===== config.mk =====
export PLATFORM = sky130hd
export DESIGN_NAME = bpcv_crc_byte
export DESIGN_NICKNAME = d
export VERILOG_FILES = /design/src/sv/bpcv_pkg.sv /design/src/sv/bpcv_crc_byte.sv
export SDC_FILE = /design/constraint.sdc
export NUM_CORES = 1
export LEC_CHECK = 0
export CORE_MARGIN = 2
export CORE_UTILIZATION = 50
export DETAILED_ROUTE_END_ITERATION = 16
export DONT_BUFFER_PORTS = 1
export PLACE_DENSITY = 0.71
export SYNTH_ARGS = -nofsm -noshare
export SYNTH_HDL_FRONTEND = slang
export SYNTH_SLANG_ARGS = --single-unit

===== constraint.sdc =====
create_clock -name vclk -period 1.6
set_input_delay 0.08 -clock vclk [all_inputs]
set_output_delay 0.08 -clock vclk [all_outputs]
set_load 0.005 [all_outputs]

===== src/sv/bpcv_pkg.sv =====
// Shared constants, payload types and header lookup for the bitmap packet CRC validator.
package bpcv_pkg;

    localparam int HEADER_BYTES = 16;
    localparam int COUNT_W      = 11;
    localparam logic [COUNT_W-1:0] COUNT_MAX = {COUNT_W{1'b1}};
    localparam logic [3:0] SIZE_FIELD_END = 4'd12;

    localparam logic [31:0] CRC_POLY = 32'hEDB8_8320;
    localparam logic [31:0] CRC_INIT = 32'hFFFF_FFFF;

    localparam logic [7:0] MAGIC_0   = 8'h4D;
    localparam logic [7:0] MAGIC_1   = 8'h41;
    localparam logic [7:0] MAGIC_2   = 8'h42;
    localparam logic [7:0] MAGIC_3   = 8'h31;
    localparam logic [7:0] DIM_SMALL = 8'd60;
    localparam logic [7:0] DIM_LARGE = 8'd88;

    typedef struct packed {
        logic [7:0] packet_byte;
        logic       end_of_packet;
    } in_payload_t;

    typedef struct packed {
        logic        packet_valid;
        logic [31:0] payload_crc;
    } out_payload_t;

    function automatic logic [7:0] header_want(
        input logic [3:0]  idx,
        input logic [15:0] small_size,
        input logic [15:0] large_size
    );
        logic [7:0] want;
        case (idx)
            4'd0:    want = MAGIC_0;
            4'd1:    want = MAGIC_1;
            4'd2:    want = MAGIC_2;
            4'd3:    want = MAGIC_3;
            4'd4:    want = DIM_SMALL;
            4'd5:    want = DIM_SMALL;
            4'd6:    want = DIM_LARGE;
            4'd7:    want = DIM_LARGE;
            4'd8:    want = small_size[15:8];
            4'd9:    want = small_size[7:0];
            4'd10:   want = large_size[15:8];
            4'd11:   want = large_size[7:0];
            default: want = 8'h00;
        endcase
        return want;
    endfunction

endpackage


===== src/sv/bpcv_crc_byte.sv =====
// One-byte update of the reflected CRC-32, unrolled over the eight bit steps.
module bpcv_crc_byte (
    input  logic [31:0] crc_in,
    input  logic [7:0]  data,
    output logic [31:0] crc_out
);

    always_comb
    begin
        logic [31:0] c;
        c = crc_in ^ {24'h0, data};
        for (int k = 0; k < 8; k++)
        begin
            c = (c >> 1) ^ (bpcv_pkg::CRC_POLY & {32{c[0]}});
        end
        crc_out = c;
    end

endmodule


==> impl_results.md, run 1 <==
* Status: completed
* Post-Synth XOR/XNOR Area at 1.000
* Min-Delay Path Class: input port to output pin
* Diodes inserted at 0
* Relative slew slack at 0.7246
* Post-CTS sizing at 0
* Layout Cells excl Fill at between 90 and 100
* Vias in the first global route at between 400 and 500
* Initial antenna violation count at 0
* Vias/cell at 5.116
* Area growth syn-to-layout at 9.861%
* Crit end category: output pin
* Internal power at approximately 0.00043 W
* Fin crit share at 0.7901
* Clock share of power at 0
* First-pass GRT wire length at 2180 um
* Final count of pins violating max slew at 0
* GRT Total Usage at 0.1446
* Grt total ovfl at 0
* Adder-cell share of the synthesized area at 0
* Synth Area in Compound Gates at 0
* Worst Path Buf+Inv at 0
* Crit path max-delay family: XOR/XNOR gates
* GP Congestion at 0.6319
* Hold WS at around 0.22 ns
* Sequential share of power at 0
* Switching share of power at 0.4955
* Placed instance count at 95
* Syn Inst Count at 71
* Gate power share at 1.000
* Ys Warns at 0
* Design area at 892.1 um^2
* Core ar. at 0.001506 mm^2
* CLK BUF at 0
* Pleak at 0.3119 nW
* Commonest non-fill, non-tap cell in the layout: xnor2_1
* Crit start category: input port
* Slowest cell on crit path: xnor3_2
* Cell Rows at 14
* Req. time, crit path at 1.52 ns
* Distinct cells, synth at 7
* CP max FO at 5
* Post-CTS Setup Inserts at 0
* Final Critical Period at 1.264 ns
* Setup tns final at 0 ns
* Die Span Y at 44.30 um
* I/O Pins at 72
* Pwr/cell area at roughly 950 mW/mm^2
* Critical path cell sequence: xnor2_4, xnor3_2, xnor2_2, xnor2_1
* Worst EP arrival at 1.18 ns
* Mux cell area share after synthesis at 0
* Iter 0 DRT Violations at 3
* Register area share after synthesis at 0
* HPWL after detailed placement at 1370 um
* Mapped cell area at roughly 810 um^2
* Routed len/inst at 15.15 um
* Nets at ~120
* Max Cap Viol at 0
* Peak supply drop at 0.0005084 V
* Die area at 0.001962 mm^2
* Drt drc at 0
* Critical path's largest stage delay at between 0.5 and 0.6 ns
* Final Hold Violating Endpoints at 0
* CTS Hold Bufs at 0
* Switch Pwr at 0.0004218 W
* Routed WL at 1439 um
* ANT nets after route at 0
* Largest family of logic cells by synthesized area: XOR/XNOR gates
* Worst-Margin Slew at roughly 0.41 ns
* Synth Area per Inst at 11.44 um^2
* RSZ-0062 raised after global routing: false
* Most frequent cells in the layout: xnor2_1 (45), xor2_1 (11), buf_4 (8), xor2_2 (6), xnor2_4 (5)
* Starting Density at 0.5390
* Syn Nets at about 110
* Port buffer count at 0
* Pin count of the biggest net entering global routing at 7
* Layout cells sized above 1 at 0.2785
* Final setup vio count at 0
* Seq cells at 0
* 1st-pass router iterations at 2
* Simple-Gate Fraction of Synth Area at 0
* Post-DP Area at 892.1 um^2
* Highest Clock Rate at 0.7910 GHz
* Register area at 0 um^2
* DR vias at 486
* WS Path Type: input port to output pin
* Overall die width at 44.30 um
[through the flow]
stage                     worst slack [ns]  total power [W]  utilization
after floorplan                     0.2361        0.0007459            -
after global placement              0.3378        0.0008600       0.5922
after detailed placement            0.3017        0.0008704       0.5922
after CTS                           0.3007        0.0008750       0.5922
after global routing                0.2350        0.0009278       0.5922
final                               0.3359        0.0008514       0.5922
[layout make-up]
type	instances	area, um^2
fillers	138	614.3
multi-input cells	71	812.0
well taps	16	20.02
repair buffers	8	60.06
[power by group through the flow]
stage | clock [W] | sequential, W | combinational [W]
4_1_cts | 0 | 0 | 0.000875
3_3_place_gp | 0 | 0 | 0.000860
2_1_floorplan | 0 | 0 | 0.000746
3_5_place_dp | 0 | 0 | 0.000870
6_report | 0 | 0 | 0.000851
5_1_grt | 0 | 0 | 0.000928
[final timing paths]
check	startpoint	endpoint	slack (ns)	cells after the start
hold / removal	crc_in[17]	crc_out[9]	0.22	1
setup / recovery	data[0]	crc_out[19]	0.34	4
[kinds of logic after synthesis]
kind of cell  after synthesis
xor+xnor                   71
[cells in the mapped netlist]
cell	n	area share
xnor2_1	45	0.49
xor2_1	11	0.12
xor2_2	6	0.12
xnor2_4	5	0.17
xnor3_2	2	0.059
xnor2_2	1	0.020
xnor3_1	1	0.028
[routing by layer]
metal  global-route usage  up-vias  wire length, um
li1                     -      227                -
met1               0.1586      220              435
met2               0.3029       39              803
met3              0.02041        0              200
met4                    0        0                0
met5                    0        -                0
No activity file was read; power rests on OpenSTA's default activity.
==> run 2: changes to the inputs <==
- PLACE_DENSITY: 0.71 -> 0.74
- clock period: 1.6 -> 1 ns (I/O delays scaled with it)
==> impl_results.md, run 2 <==
* Status: did not finish
* Failed at: global routing (5_1_grt)
* Error: [ERROR DPL-0033] detailed placement checks failed during check placement.
* Synth area leaders: xnor2_1 (49%), xnor2_4 (17%), xor2_2 (12%)
* Register area share after synthesis at 0
* HPWL after detailed placement at 1393 um
* Synth Area per Inst at 11.44 um^2
* Cell Rows at 14
* Pin count of the biggest net entering global routing at 6
* I/O Pins at 72
* Distinct cells, synth at 7
* Worst ep type: output port
* Syn Inst Count at 71
* GP Congestion at between 0.6 and 0.7
* Port buffer count at 0
* Initial antenna violation count at 0
* Die Span Y at 44.30 um
* Top cells by count, synth: xnor2_1 (45), xor2_1 (11), xor2_2 (6), xnor2_4 (5), xnor3_2 (2)
* Post-DP Area at 0.001099 mm^2
* Overall die width at approximately 44 um
* Syn Nets at 111
* Most numerous cell in the Yosys netlist: xnor2_1
* Synth area leader: xnor2_1
* Post-GRT worst EP: crc_out[19]
* Top-area cell type share of the netlist area at 0.4854
* Mapped cell area at slightly above 800 um^2
* Starting Density at 0.5390
* Ys Warns at 0
[run 2: cell counts after synthesis]
Identical to the previous run, type by type.
[run 2: stage by stage]
step	worst slack, ns	util	std cells	hold slack [ns]
after detailed placement	-0.2086	0.7292	115	0.1593
after global placement	-0.1833	0.7292	115	0.1609
after floorplan	-0.2080	-	71	0.1554
after CTS	-0.2101	0.8364	118	0.1535
[run 2: timing repair]
| action | in CTS |
|---|---|
| setup buffers | 4 |
| gates resized for setup | 20 |
| endpoints found under the setup margin | 21 |
| pin swaps | 15 |
| hold buffers | 0 |
[run 2: kinds of logic after synthesis]
| group | Yosys count | synth area share |
|---|---|---|
| xor gates and xnor gates | 71 | 1.000 |
==> run 3: changes to the inputs <==
- CORE_AREA: default -> 2 2 63 65
- CORE_MARGIN: 2 -> default
- CORE_UTILIZATION: 50 -> default
- DIE_AREA: default -> 0 0 65 67
- PLACE_DENSITY: 0.74 -> default
- PLACE_DENSITY_LB_ADDON: default -> 0.15
- clock period: 1 -> 1.3 ns (I/O delays scaled with it)
==> impl_results.md, run 3 (same netlist as run 1, synthesis figures left out) <==
* Crit path max-delay family: XOR/XNOR gates
* Vias in the first global route at 481
* Setup tns final at 0 ns
* Met2 WL at about 800 um
* Final setup vio count at 0
* Commonest non-fill, non-tap cell in the layout: xnor2_1
* Seq cells at 0
* Highest Clock Rate at ~0.8 GHz
* Relative slew slack at 0.7316
* Final Hold Violating Endpoints at 0
* Final count of pins violating max slew at 0
* Worst-Margin Slew at between 0.3 and 0.4 ns
* Met1 WL at roughly 640 um
* Routed WL at 1672 um
* Core ar. at approximately 0.0036 mm^2
* Overall die width at 65 um
* Pin count of the biggest net entering global routing at 6
* Area growth syn-to-layout at 26.35%
* Crit start category: input port
* Fin crit share at 0.9582
* Diodes inserted at 0
* Drt drc at 0
* Vias/cell at 3.681
* Iter 0 DRT Violations at 2
* Slowest cell on crit path: xnor3_2
* Worst Path Buf+Inv at 0
* Initial antenna violation count at 0
* WS Path Type: input port to output pin
* First-pass GRT wire length at 2380 um
* Status: completed
* CTS Hold Bufs at 0
* Crit end category: output pin
* Peak supply drop at approximately 0.00057 V
* RSZ-0062 raised after global routing: true
* GRT Total Usage at 0.07107
* Critical path's largest stage delay at 0.50 ns
* Hold WS at 0.1901 ns
* CLK BUF at 0
* Design Power at 0.001179 W
* CP max FO at 3
* Worst path most repeated cell: xnor2_1
* Placed instance count at ~130
* Max Cap Viol at 0
* Die Span Y at between 60 and 70 um
* Worst EP arrival at 1.18 ns
* DR vias at approximately 500
* Final Critical Period at 1.246 ns
* GP Congestion at 0.6066
* HPWL after detailed placement at 1528 um
* Req. time, crit path at 1.24 ns
* Grt total ovfl at 0
* Die area at 0.004355 mm^2
* Min-Delay Path Class: input port to output pin
* Cell Rows at 22
* Crit. Startpoint: data[2]
* Register area at 0 um^2
* Most frequent cells in the layout: xnor2_1 (43), buf_4 (16), xor2_1 (10), xor2_2 (7), xnor2_4 (6)
* Top Metal Used: met3
* Layout cells sized above 1 at 0.3793
* ANT nets after route at 0
* Nets at 129
* 1st-pass router iterations at 2
* Met3 wire length at 215 um
* Routed len/inst at 12.39 um
* Starting Density at 0.2252
* I/O Pins at 72
* Pleak at 0.3644 nW
* Port buffer count at 0
* Pwr/cell area at 1149 mW/mm^2
* Setup WS post-layout at 0.05434 ns
* Dpl ws at 0.004508 ns
* Layout Cells excl Fill at 135
* Critical path cell sequence: xor2_2, xnor3_2, xnor2_1, xnor2_1
* Min-Delay Startpoint: crc_in[17]
## run 3: power breakdown
part,internal (W),switching [W]
combinational,0.000624,0.000555
clock,0,0
sequential,0,0
total,0.000624,0.000555
## run 3: repair_timing
item	4_1_cts	5_1_grt
resized for setup	0	2
pin swaps	1	1
endpoints found under the setup margin	1	4
setup buffers	0	1
## run 3: per-stage QoR
| stage | area (um^2) | utilization |
|---|---|---|
| final | 1026 | 0.2845 |
| after global routing | 1026 | 0.2845 |
| after CTS | 1003 | 0.2783 |
| after detailed placement | 1003 | 0.2783 |
| after global placement | 1003 | 0.2783 |
| after floorplan | 830.8 | - |
## run 3: final timing paths
kind                      end  slack, ns  cells past startpoint
setup / recovery  crc_out[22]       0.05                      4
hold / removal     crc_out[9]       0.19                      1
## run 3: layout make-up
| type | count | area (um^2) |
|---|---|---|
| timing repair buffer | 16 | 120.1 |
| multi-input combinational | 71 | 845.8 |
| tap | 48 | 60.06 |
| fill | 380 | 2580 |
## run 3: metal layers
metal / GRT usage / vias up
met2: 0.1276 / 42
met4: 0 / 0
met3: 0.01351 / 0
met1: 0.09350 / 210
li1: - / 245
met5: 0 / -
